===== config.mk =====
export PLATFORM = sky130hd
export DESIGN_NAME = ipf_cell
export DESIGN_NICKNAME = d
export VERILOG_FILES = /design/src/design/ipf_pkg.sv /design/src/design/ipf_cell.sv
export SDC_FILE = /design/constraint.sdc
export NUM_CORES = 1
export LEC_CHECK = 0
export CORE_ASPECT_RATIO = 0.6
export CORE_MARGIN = 10
export CORE_UTILIZATION = 40
export DETAILED_ROUTE_END_ITERATION = 8
export DONT_BUFFER_PORTS = 1
export PLACE_DENSITY = 0.65
export SETUP_SLACK_MARGIN = 0.2
export SLEW_MARGIN = 20
export SYNTH_ARGS = -nofsm -noshare
export SYNTH_HDL_FRONTEND = slang
export SYNTH_SLANG_ARGS = --single-unit

===== constraint.sdc =====
create_clock -name clk -period 5.1 [get_ports clk]
set_clock_uncertainty 0.05 [all_clocks]
set_input_delay 0.51 -clock clk [delete_from_list [all_inputs] [get_ports clk]]
set_output_delay 0.51 -clock clk [all_outputs]
set_load 0.02 [all_outputs]

===== src/design/ipf_pkg.sv =====
`timescale 1ns / 1ps
// ----------------------------------------------------------------------------
// ipf_pkg: shared types and constants of the IPv4 port filter
// Field widths, protocol constants, verdict codes and the token that travels
// down the row of port table cells.
// ----------------------------------------------------------------------------
package ipf_pkg;

  localparam int PORT_TABLE_DEPTH = 128;
  localparam int CELL_IDX_W = (PORT_TABLE_DEPTH > 1) ? $clog2(PORT_TABLE_DEPTH) : 1;

  localparam int SLOT_IDX_W  = 7;
  localparam int PORT_W      = 16;
  localparam int ADDR_W      = 32;
  localparam int REASON_W    = 4;
  localparam int LEN_W       = 17;
  localparam int CFG_INDEX_W = 1;
  localparam int CFG_DATA_W  = 32;

  // Configuration register indexes.
  localparam logic [CFG_INDEX_W-1:0] CFG_RESOLVER_ADDR   = 1'b0;
  localparam logic [CFG_INDEX_W-1:0] CFG_RESOLVER_ENABLE = 1'b1;

  // Input item kinds carried on tuser.
  localparam logic OP_PACKET_BYTE = 1'b0;
  localparam logic OP_SLOT_WRITE  = 1'b1;

  // Verdict reason codes.
  localparam logic [REASON_W-1:0] REASON_ALLOW     = 4'd0;
  localparam logic [REASON_W-1:0] REASON_TRUNCATED = 4'd1;
  localparam logic [REASON_W-1:0] REASON_NOT_IPV4  = 4'd2;
  localparam logic [REASON_W-1:0] REASON_BAD_IHL   = 4'd3;
  localparam logic [REASON_W-1:0] REASON_TCP_DENY  = 4'd4;
  localparam logic [REASON_W-1:0] REASON_UDP_DENY  = 4'd5;
  localparam logic [REASON_W-1:0] REASON_ICMP_DENY = 4'd6;
  localparam logic [REASON_W-1:0] REASON_IPV6_IN4  = 4'd7;
  localparam logic [REASON_W-1:0] REASON_OTHER     = 4'd8;

  // Header constants.
  localparam logic [15:0] ETHERTYPE_IPV4 = 16'h0800;
  localparam logic [7:0]  PROTO_ICMP     = 8'd1;
  localparam logic [7:0]  PROTO_TCP      = 8'd6;
  localparam logic [7:0]  PROTO_UDP      = 8'd17;
  localparam logic [7:0]  PROTO_IPV6     = 8'd41;
  localparam logic [PORT_W-1:0] PORT_HTTPS = 16'd443;
  localparam logic [PORT_W-1:0] PORT_DNS   = 16'd53;
  localparam logic [7:0]  ICMP_ECHO_REQ  = 8'd8;
  localparam logic [3:0]  IHL_MIN        = 4'd5;

  localparam logic [7:0]       ETH_LEN      = 8'd14;
  localparam logic [LEN_W-1:0] IPV4_MIN_LEN = 17'd20;
  localparam logic [LEN_W-1:0] TCP_HDR_LEN  = 17'd20;
  localparam logic [LEN_W-1:0] UDP_HDR_LEN  = 17'd8;
  localparam logic [LEN_W-1:0] ICMP_HDR_LEN = 17'd8;

  // One stage of the cell row: either a slot write, a frame verdict (flagged by
  // lookup when it waits for the port search), or nothing.
  typedef struct packed {
    logic                  query;
    logic                  write;
    logic [SLOT_IDX_W-1:0] idx;
    logic [PORT_W-1:0]     port;
    logic                  slot_on;
    logic [REASON_W-1:0]   reason;
    logic                  lookup;
    logic                  hit;
  } ipf_tok_t;

endpackage


===== src/design/ipf_cell.sv =====
`timescale 1ns / 1ps
// ----------------------------------------------------------------------------
// ipf_cell: one slot of the allowed UDP port table
// Holds one slot, applies write tokens addressed to it and marks passing
// verdict tokens whose port it holds.
// ----------------------------------------------------------------------------
module ipf_cell (
  input  logic                          clk,
  input  logic                          rst,
  input  logic                          adv,
  input  logic [ipf_pkg::CELL_IDX_W-1:0] cell_index,
  input  ipf_pkg::ipf_tok_t             tok_in,
  output ipf_pkg::ipf_tok_t             tok_out
);
  import ipf_pkg::*;

  logic              slot_on;
  logic [PORT_W-1:0] slot_port;
  logic              addressed;
  logic              match;
  ipf_tok_t          tok_pass;

  assign addressed = tok_in.write && (32'(tok_in.idx) == 32'(cell_index));
  assign match     = tok_in.query && slot_on && (slot_port == tok_in.port);

  // The token moves on unchanged except for the hit mark.
  always_comb begin
    tok_pass     = tok_in;
    tok_pass.hit = tok_in.hit | match;
  end

  always_ff @(posedge clk) begin
    if (rst) begin
      slot_on <= 1'b0;
      tok_out <= '0;
    end else if (adv) begin
      tok_out <= tok_pass;
      if (addressed) slot_on <= tok_in.slot_on;
    end
  end

  always_ff @(posedge clk) begin
    if (adv && addressed) slot_port <= tok_in.port;
  end

endmodule


# Word level (Yosys, flattened, before mapping)
# Cells that the tools add are included.
[word_totals] reg_bits=49 input_bits=42 out_inout_bits=32 wordCells=18
[classes] n_eq_ne=2 bitwise_logic=1 n_reduce_logical=5
[ops] cell="$eq A16 B16 Y1" count=1
[ops] cell="$eq A7 B7 Y1" count=1
[ops] cell="$logic_and A1 B1 Y1" count=4
[ops] cell="$reduce_and A2 Y1" count=1
[ops] cell="$or A1 B1 Y1" count=1

# Logic depth before layout (Yosys ltp)
# Gate-level depths: netlist of run 1.
[logic_depth] depth_word=3 ltp_mapped=5 mapped_depth_nobuf=4

# Worst setup path before layout of run 1
# Ideal clock, no wire load.
[synth_timing] kind="input-to-reg" from="in tok_in[23] (netlist bit)" to="reg slot_port[0] (enable)" setup_time_ns=0.430 arrival_time_ns=2.417 required_time_ns=4.620 path_slack_ns=2.203 stages=3 n_path_buf=0 cell_sequence="xnor2_1 -> nand2_1 -> nor4_1"
[synth_via] elab_chain_cells=3
[synth_lines] item="start: declaration" line_no="ipf_cell.sv:12" text="input ipf_pkg::ipf_tok_t tok_in,"
[synth_lines] item="$eq A7 B7 Y1" line_no="ipf_cell.sv:23" text="assign addressed = tok_in.write && (32'(tok_in.idx) == 32'(cell_index));"
[synth_lines] item="$logic_and A1 B1 Y1" line_no="ipf_cell.sv:23"
[synth_lines] item="$logic_and A1 B1 Y1" line_no="ipf_cell.sv:43" text="if (adv && addressed) slot_port <= tok_in.port;"
[synth_lines] item="end signal: assignment" line_no="ipf_cell.sv:43"
[synth_lines] item="end: declaration" line_no="ipf_cell.sv:18" text="logic [PORT_W-1:0] slot_port;"
# Every way passes these cells.
# A chain may end at the register's enable or synchronous reset.

# Worst setup path after layout of run 1
[layout_timing] from="in tok_in[23] (netlist bit)" to="reg slot_port[13] (enable)"
# Same word-level chain as after synthesis.

==> results of run 1 <==
[cells in the mapped netlist, types with 2 or more instances]
master,n
edfxtp_1,16
nand2_1,3
xor2_1,13
nor4_1,4
clkbuf_1,4
nor2_1,32
xnor2_1,10
nand4_1,2
mux2i_1,32
dfxtp_1,33
buf_2,3
nand3_1,2
[stage by stage]
stage | hold WS (ns) | std cells | worst slack [ns] | instance area [um^2]
after global placement | 0.406 | 217 | 3.42 | 1970
after floorplan | 0.394 | 161 | 2.20 | 1920
after global routing | 0.212 | 225 | 3.61 | 2060
after CTS | 0.213 | 225 | 3.66 | 2060
final | 0.228 | 225 | 3.68 | 2060
after detailed placement | 0.408 | 217 | 3.37 | 1970
[flip-flops by register name, summed over array words and instances, names as in the netlist]
| signal | cells |
|---|---|
| slot_on | 1 |
| tok_out | 32 |
| slot_port | 16 |
[critical path: cells and delay by family]
kind,cells,cell delay (ns)
XOR/XNOR,1,0.16
buffers and inverters,1,0.28
AND/OR/NAND/NOR,2,0.41
[layout make-up]
type	count	area share (%)
clock inverter	3	0.851
sequential	49	55.4
tap	63	3.83
multi-input combinational	103	36.0
timing repair buffer	1	0.365
inverter	1	0.182
clock buffer	5	3.34
[path summary, 6_finish.rpt]
check / startpoint / endpoint / slack [ns] / cells past startpoint
worst max-delay path: tok_in[23] / slot_port[13] / 3.68 / 4
worst max register to register: slot_port[5] / tok_out[0] / 3.78 / 4
worst min register to register: slot_on / slot_on / 0.42 / 2
worst min-delay path: rst / slot_on / 0.23 / 1
[cells by family after synthesis]
kind of cell | after synthesis | synth area share [%]
flip-flops | 49 | 59.5
buffers and inverters | 9 | 2.15
AND/OR/NAND/NOR | 45 | 10.2
XOR/XNOR | 23 | 10.5
multiplexers | 32 | 16.7
AO/OA/AOI/OAI | 3 | 0.979
[per-layer routing]
layer	vias to the layer above	wire [um]	share of wire, %	GRT usage (%)
met4	0	69	1.6	4.74
met2	39	1980	46	16.5
met5	-	0	0	0
met1	523	1750	41	11.9
li1	549	-	-	-
met3	7	474	11	5.68
[where the power goes]
part	internal, mW	switching (mW)	total, mW	leakage [nW]
registers	0.418	0.0290	0.447	0.416
logic	0.0238	0.0152	0.0390	0.349
clock network	0.0949	0.121	0.216	0.0455
total	0.536	0.165	0.702	0.811
==> run_results.csv, run 1 <==
group,metric,value,unit
power,ir_drop,112,uV
clock_tree,clockBufferDepth,2,
sta,fmax,703,MHz
synth,synth_top_area_share,34.4,%
clock_tree,cts_hold_buf,0,
critical_path,slowest_stage,"nor4_2",
critical_path,worstPathRequired,5.04,ns
critical_path,critPathArrivalTime,1.36,ns
synth,synthCells,161,
clock_tree,cts_resized,0,
drt,antenna_left,0,
sta,finalSetupTns,0,ns
synth,syn_nets,203,
flow_run,drv_cap,0,
synth,ys.flop_type,"dfxtp_1",
clock_tree,clock_latency,0.29,ns
sta,slew_headroom,75.4,%
synth,yosys_register_bits,49,
sta,rsz0062_at_grt,"no",
clock_tree,numCtsBuffers,5,
critical_path,cp-start-kind,"primary input",
clock_tree,clock-sinks,49,
synth,synth-seq-area-share,59.5,%
floorplanning,fp.dieW,109,um
place,place_congestion,0.665,
drt,firstDrtPassIters,4,
grt,grtUsageTotal,10.6,%
critical_path,max_stage_delay,0.28,ns
cells_and_area,final_cell_mix,"dfxtp_1 (33), mux2i_1 (32), nor2_1 (32)",
cells_and_area,fillers,439,
place,dp_hpwl,3260,um
power,total_power,702,uW
clock_tree,root_buffer,"clkbuf_8",
cells_and_area,mostFrequentLayoutCell,"dfxtp_1",
clock_tree,postCtsSetupRepairBufs,0,
floorplanning,dieArea,0.00806,mm^2
floorplanning,io_pins,74,
synth,synth_cell_types,19,
grt,overflow,0,
critical_path,crit_fanout,16,
sta,maxSlewViolCount,0,
synth,yosys-top-cells-area,"dfxtp_1 (34%), edfxtp_1 (25%), mux2i_1 (17%)",
critical_path,path_cells,"xnor2_1 > nand2_1 > nor4_2 > buf_4",
sta,tightest_slew,0.365,ns
hold_path,min_path_type,"in2reg",
drt,wire_per_inst,19.0,um
grt,grt_max_degree,35,
cells_and_area,area_growth,7.37,%
power,p_leak,0.811,nW
synth,yosys_warnings,0,
cells_and_area,finalCoreUtilization,44.7,%
cells_and_area,seq_area,0.00114,mm^2
critical_path,path_class,"in2reg",
drt,drtIter0Drc,33,
sta,setup_viol,0,
drt,wl,4270,um
clock_tree,clk_pin_slew,0.09,ns
synth,synth-edff-count,16,
synth,synth_top_area_cell,"dfxtp_1",
grt,grt_pass1_vias,1209,
drt,vias,1118,
drt,drc,0,
synth,netlist_area,0.00192,mm^2
critical_path,crit_path_end_kind,"register",
sta,hold_viol,0,
cells_and_area,drive_gt1_share,5.56,%
floorplanning,initial_core_util,41.6,%
cells_and_area,multi_input_area,742,um^2
floorplanning,coreArea,0.00461,mm^2
synth,synth_area_per_cell,11.9,um^2
outcome,status,"finished clean",
place,port_buffers,0,
grt,antenna_found_initial,0,
power,p_per_area,341,mW/mm^2
floorplanning,rows,19,
sta,period_needed,1.42,ns
clock_tree,cts_tree,"yes",
floorplanning,die_y,73.6,um
cells_and_area,final_nets,203,
grt,grt_first_pass_wirelength,6580,um
synth,synthArstFlopShare,0,%
sta,min_period_over_period,27.9,%
clock_tree,htreeDepth,2,
cells_and_area,antenna_cells,0,
drt,avgViaCountPerCell,4.97,
No activity file was read; power rests on OpenSTA's default activity.
==> run 2, diff against run 1 <==
Clock period 5.1 ns to 1.5 ns, I/O delays scaled along.
==> run 2 against run 1 <==
Against the previous run:
- the flow now finishes with violations (negative hold slack)
- first-iteration DRC count is 33% higher
- global-route usage is 1.2 points higher
- sequential power grew to 3.4 times the previous value
- combinational power grew to 6.4 times the previous value
- die area stayed put
- critical path type is now reg2reg
- largest power group unchanged
- sequential cell count stayed put
- core utilization is 9.2 points higher
- highest routed layer unchanged
- critical endpoint is now tok_out[0]
- routed wire length is 13% higher
- clock-buffer cell count is 3 higher
- final area is 21% higher
==> run_results.csv, run 2 (same netlist as run 1, synthesis figures left out) <==
group,metric,value,unit
sta,tightest_slew,0.311,ns
sta,period_needed,1.25,ns
cells_and_area,antenna_cells,0,
drt,vias,1277,
critical_path,cp-startpoint,"slot_port[15]",
power,p_int,1.95,mW
floorplanning,rows,19,
clock_tree,clk_pin_slew,0.09,ns
grt,grt_pass1_vias,1279,
clock_tree,htreeDepth,2,
grt,busiest_layer,"met2",
sta,slew_headroom,79.1,%
critical_path,cp-start-kind,"register",
cells_and_area,multi_input_area,818,um^2
cells_and_area,mostFrequentLayoutCell,"dfxtp_1",
floorplanning,die_y,73.6,um
grt,antenna_found_initial,0,
place,placed_area,0.00205,mm^2
cells_and_area,fin_area,0.00248,mm^2
sta,setup_viol,0,
drt,firstDrtPassIters,4,
power,switchingPower,615,uW
power,power.combinational.fraction,9.7,%
critical_path,worstPathRequired,1.69,ns
clock_tree,clock_latency,0.30,ns
drt,wire_per_inst,18.8,um
cells_and_area,area_growth,29.4,%
hold_path,min_path_type,"in2reg",
floorplanning,io_pins,74,
drt,antenna_left,0,
grt,grt_max_degree,35,
floorplanning,dieArea,0.00806,mm^2
clock_tree,clockBufferDepth,2,
grt,grt_first_pass_wirelength,7220,um
cells_and_area,drive_gt1_share,8.25,%
outcome,violations,"negative hold slack",
power,p_leak,0.985,nW
place,pre_cts_ws,0.201,ns
cells_and_area,largest-register,"tok_out",
place,port_buffers,0,
drt,drtIter0Drc,44,
drt,drc,0,
place,dp_hpwl,3260,um
critical_path,crit_path_end_kind,"register",
grt,grt_use_met1,14.7,%
cells_and_area,largest_reg_flops,32,
power,p_clk_share,31.1,%
sta,fmax,802,MHz
floorplanning,coreArea,0.00461,mm^2
sta,rsz0062_at_grt,"no",
power,ir_drop,407,uV
sta,holdWs,-0.0453,ns
clock_tree,cts_hold_buf,32,
clock_tree,cts_tree,"yes",
power,swShare,24.0,%
power,p_per_area,1030,mW/mm^2
critical_path,reg2reg_from,"slot_port[15]",
cells_and_area,final_nets,235,
grt,overflow,0,
cells_and_area,seq_area,0.00114,mm^2
drt,avgViaCountPerCell,4.97,
clock_tree,root_buffer,"clkbuf_8",
outcome,status,"complete, but fails checks",
critical_path,path_class,"reg2reg",
power,pwr-share-seq,59.2,%
sta,maxSlewViolCount,0,
critical_path,worstRegToRegCells,4,
critical_path,reg2reg_to,"tok_out[0]",
cells_and_area,fillers,383,
grt,use_met2,17.7,%
cells_and_area,final_cell_mix,"dfxtp_1 (33), mux2i_1 (32), nor2_1 (32)",
cells_and_area,reg_top3,"tok_out: 32 flops, slot_port: 16 flops, slot_on: 1 flops",
cells_and_area,finalCoreUtilization,53.8,%
flow_run,drv_cap,0,
critical_path,critPathArrivalTime,1.43,ns
grt,grtUsageTotal,11.8,%
clock_tree,clock-sinks,49,
critical_path,r2r_slack,0.25,ns
grt,grt_util_met3,4.89,%
floorplanning,initial_core_util,41.6,%
place,place_congestion,0.696,
critical_path,crit_end,"tok_out[0]",
clock_tree,numCtsBuffers,5,
sta,hold_viol,20,
floorplanning,fp.dieW,109,um
sta,min_period_over_period,83.1,%
sta,setup_ws,0.253,ns
drt,wl,4830,um
critical_path,crit_fanout,1,
-- run 2: worst min-delay path by stage --
| stage | end | cells after the start | start |
|---|---|---|---|
| global placement | slot_on | 1 | rst |
| floorplan | slot_port[0] | 0 | tok_in[7] |
| detailed placement | slot_on | 1 | rst |
| global route | tok_out[20] | 2 | adv |
| CTS | tok_out[16] | 2 | adv |
| finish | tok_out[16] | 2 | adv |
-- run 2: final cells by class --
type                            instances  area share, %
Clock buffer                            8           3.63
Inverter                                1          0.151
Multi-Input combinational cell        103           33.0
Sequential cell                        49           46.0
Tap cell                               63           3.18
Timing Repair Buffer                   33           14.1
-- run 2: worst max-delay path: stages, from the launching register on --
cell and delay (ns):
edfxtp_1 0.39, xor2_1 0.16, nor4_2 0.34, nand4_1 0.14, o22ai_1 0.12
-- run 2: per-layer routing --
layer,vias to the layer above,share of wire (%)
met1,612,42
li1,615,-
met2,45,47
met5,-,0
met4,0,0.93
met3,5,9.8
-- run 2: stage by stage --
stage	cells	power [mW]	TNS (ns)
floorplan	161	1.71	-0.269
global placement	217	1.70	0
detailed placement	217	1.71	0
CTS	257	2.59	0
global route	257	2.67	0
finish	257	2.57	0
-- run 2: power by group through the flow --
stage,clock network [mW],registers [mW],logic [mW]
6_report,0.799,1.52,0.248
5_1_grt,0.867,1.53,0.271
2_1_floorplan,0,1.54,0.169
3_5_place_dp,0,1.55,0.153
4_1_cts,0.816,1.52,0.248
3_3_place_gp,0,1.55,0.146
-- run 2: what timing repair did --
item	in CTS	in global routing
gates cloned	0	0
endpoints found under the setup margin	1	1
resized for setup	1	1
setup buffers	0	0
endpoints found under the hold margin	49	19
==> run 3, diff against run 2 <==
Settings changed: ABC_AREA set to 1, PLACE_DENSITY 0.65 to 0.67.
Clock period 1.5 ns to 1.1 ns, I/O delays scaled along.
==> run 3 against run 2 <==
Against the previous run:
- the run ends with negative hold slack, negative setup slack left
- synthesized cell count up 55%
- critical path depth up 5
- core utilization up 6.7 points
- largest power group unchanged
==> run_results.csv, run 3 <==
group,metric,value,unit
synth,synth_cell_types,20,
sta,holdWs,-0.166,ns
cells_and_area,seq_area,0.00118,mm^2
cells_and_area,fillers,454,
critical_path,critPathArrivalTime,1.32,ns
drt,wl,5790,um
synth,yosys_warnings,0,
synth,synth_top_area_cell,"dfxtp_1",
drt,vias,1810,
cells_and_area,stdcell_count,383,
drt,firstDrtPassIters,4,
critical_path,worstRegToRegCells,7,
synth,synth_top_family_by_area,"simple AND/OR/NAND/NOR gates",
drt,avgViaCountPerCell,4.73,
sta,rsz0062_at_grt,"yes",
floorplanning,die_y,75.3,um
drt,drc,0,
drt,wire_per_inst,15.1,um
grt,antenna_found_initial,0,
clock_tree,clock-sinks,49,
synth,synthSimpleGateAreaFrac,18.4,%
floorplanning,rows,20,
place,dp_hpwl,3950,um
synth,yosys-top-cells-area,"dfxtp_1 (32%), edfxtp_1 (24%), o21ai_0 (8.8%)",
clock_tree,clk_pin_slew,0.09,ns
power,p_leak,1.32,nW
grt,grt_first_pass_wirelength,8950,um
floorplanning,io_pins,74,
synth,netlist_area,0.00204,mm^2
sta,slew_headroom,82.7,%
critical_path,crit_fanout,2,
sta,period_needed,1.12,ns
sta,hold_viol,33,
grt,grt_max_degree,51,
critical_path,crit_path_end_kind,"register",
critical_path,path_class,"in2reg",
sta,setup_ws,-0.0233,ns
cells_and_area,multi_input_area,796,um^2
floorplanning,dieArea,0.00845,mm^2
synth,synth-seq-area-share,55.9,%
cells_and_area,largest-register,"tok_out",
sta,finalSetupTns,-0.0233,ns
sta,setup_viol,1,
place,dp_cells,348,
cells_and_area,reg_top3,"tok_out: 32 flops, slot_port: 16 flops, slot_on: 1 flops",
synth,synth_adder_area_share,0,%
synth,synth_xor_area_share,3.43,%
clock_tree,cts_tree,"yes",
synth,yosys_register_bits,49,
power,total_power,3.78,mW
floorplanning,fp.dieW,112,um
sta,tightest_slew,0.260,ns
clock_tree,clock_latency,0.30,ns
place,pre_cts_ws,-0.131,ns
outcome,violations,"negative hold slack, negative setup slack",
place,place_congestion,0.826,
place,port_buffers,0,
grt,overflow,0,
cells_and_area,area_growth,48.4,%
synth,synth_area_per_cell,8.16,um^2
drt,antenna_left,0,
grt,grt_pass1_vias,1800,
clock_tree,numCtsBuffers,5,
critical_path,worstPathRequired,1.29,ns
cells_and_area,largest_reg_flops,32,
clock_tree,clockBufferDepth,2,
cells_and_area,mostFrequentLayoutCell,"nor2_1",
outcome,status,"complete, but fails checks",
cells_and_area,antenna_cells,0,
synth,muxShareOfSynthArea,0,%
hold_path,min_path_type,"in2reg",
grt,grtUsageTotal,13.2,%
sta,min_period_over_period,102,%
cells_and_area,drive_gt1_share,30.9,%
cells_and_area,final_cell_mix,"nor2_1 (42), nand2_1 (37), o21ai_0 (34)",
clock_tree,htreeDepth,2,
synth,synth.most_common_cell,"nor2_1",
sta,maxSlewViolCount,0,
synth,synthTopCellsByCount,"nor2_1 (46), nand2_1 (39), o21ai_0 (36)",
synth,synth_top_area_share,32.4,%
drt,drtIter0Drc,68,
synth,synth-edff-count,16,
power,p_per_area,1250,mW/mm^2
synth,synthArstFlopShare,0,%
synth,synthCells,250,
flow_run,drv_cap,0,
clock_tree,root_buffer,"clkbuf_8",
sta,fmax,890,MHz
floorplanning,initial_core_util,40.8,%
floorplanning,coreArea,0.00500,mm^2
cells_and_area,final_nets,358,
synth,syn_nets,292,
critical_path,cp-start-kind,"primary input",
hold_path,min_path_cells,1,
synth,synth_compound_area_share,14.2,%
power,ir_drop,557,uV
synth,ys.flop_type,"dfxtp_1",
run 3: kinds of logic after synthesis:
| group | after synthesis |
|---|---|
| xor gates and xnor gates | 8 |
| DFF | 49 |
| AOI/OAI and AO/OA | 57 |
| and+or+nand+nor | 94 |
| buffers and inverters | 42 |
run 3: worst paths after layout:
check	start	endpoint	slack, ns
worst max-delay path	tok_in[11]	tok_out[0]	-0.02
worst min-delay path	adv	tok_out[7]	-0.17
worst max register to register	slot_port[0]	tok_out[0]	-0.01
worst min register to register	tok_out[30]	tok_out[30]	0.43
run 3: what timing repair did:
item | in CTS | in global routing
gates cloned | 0 | 1
setup buffers | 0 | 1
endpoints found under the setup margin | 33 | 49
pin swaps | 3 | 6
resized for setup | 62 | 17
hold endpoints to repair | 48 | 34
hold buffers | 23 | 2
run 3: metrics by stage:
step / utilization, % / cell area, um^2 / hold slack [ns]
after detailed placement: 48.6 / 2430 / 0.132
after floorplan: - / 2070 / 0.129
final: 60.5 / 3030 / -0.166
after global placement: 48.6 / 2430 / 0.134
after CTS: 58.2 / 2910 / -0.178
after global routing: 60.5 / 3030 / -0.184
run 3: worst max-delay path, cell delays in order:
cell	delay, ns
dlygate4sd3_1	0.56
inv_1	0.06
nand2_1	0.05
nand2_1	0.05
nor2_1	0.12
nand3_2	0.09
nor2_1	0.10
nand2_1	0.07
a21oi_2	0.10
run 3: layout make-up:
type                    instances  area share (%)
well taps                      66            2.73
inverters                      33            5.20
flip-flops and latches         49            39.0
clock buffers                   7            2.85
multi-input cells             159            26.3
clock inverters                 1           0.248
repair buffers                 68            23.8
run 3: metal layers:
| metal | track usage [%] | part of all wire (%) | wire length, um |
|---|---|---|---|
| met5 | 0 | 0 | 0 |
| met2 | 21.1 | 45 | 2590 |
| met4 | 2.94 | 0.69 | 40 |
| met1 | 16.1 | 45 | 2610 |
| met3 | 5.82 | 9.6 | 555 |
run 3: where the power goes:
part | leakage, nW | switching (mW) | total [mW] | internal [mW]
sequential | 0.427 | 0.0538 | 2.02 | 1.96
combinational | 0.848 | 0.307 | 0.636 | 0.329
clock | 0.0445 | 0.612 | 1.12 | 0.512
total | 1.32 | 0.972 | 3.78 | 2.80
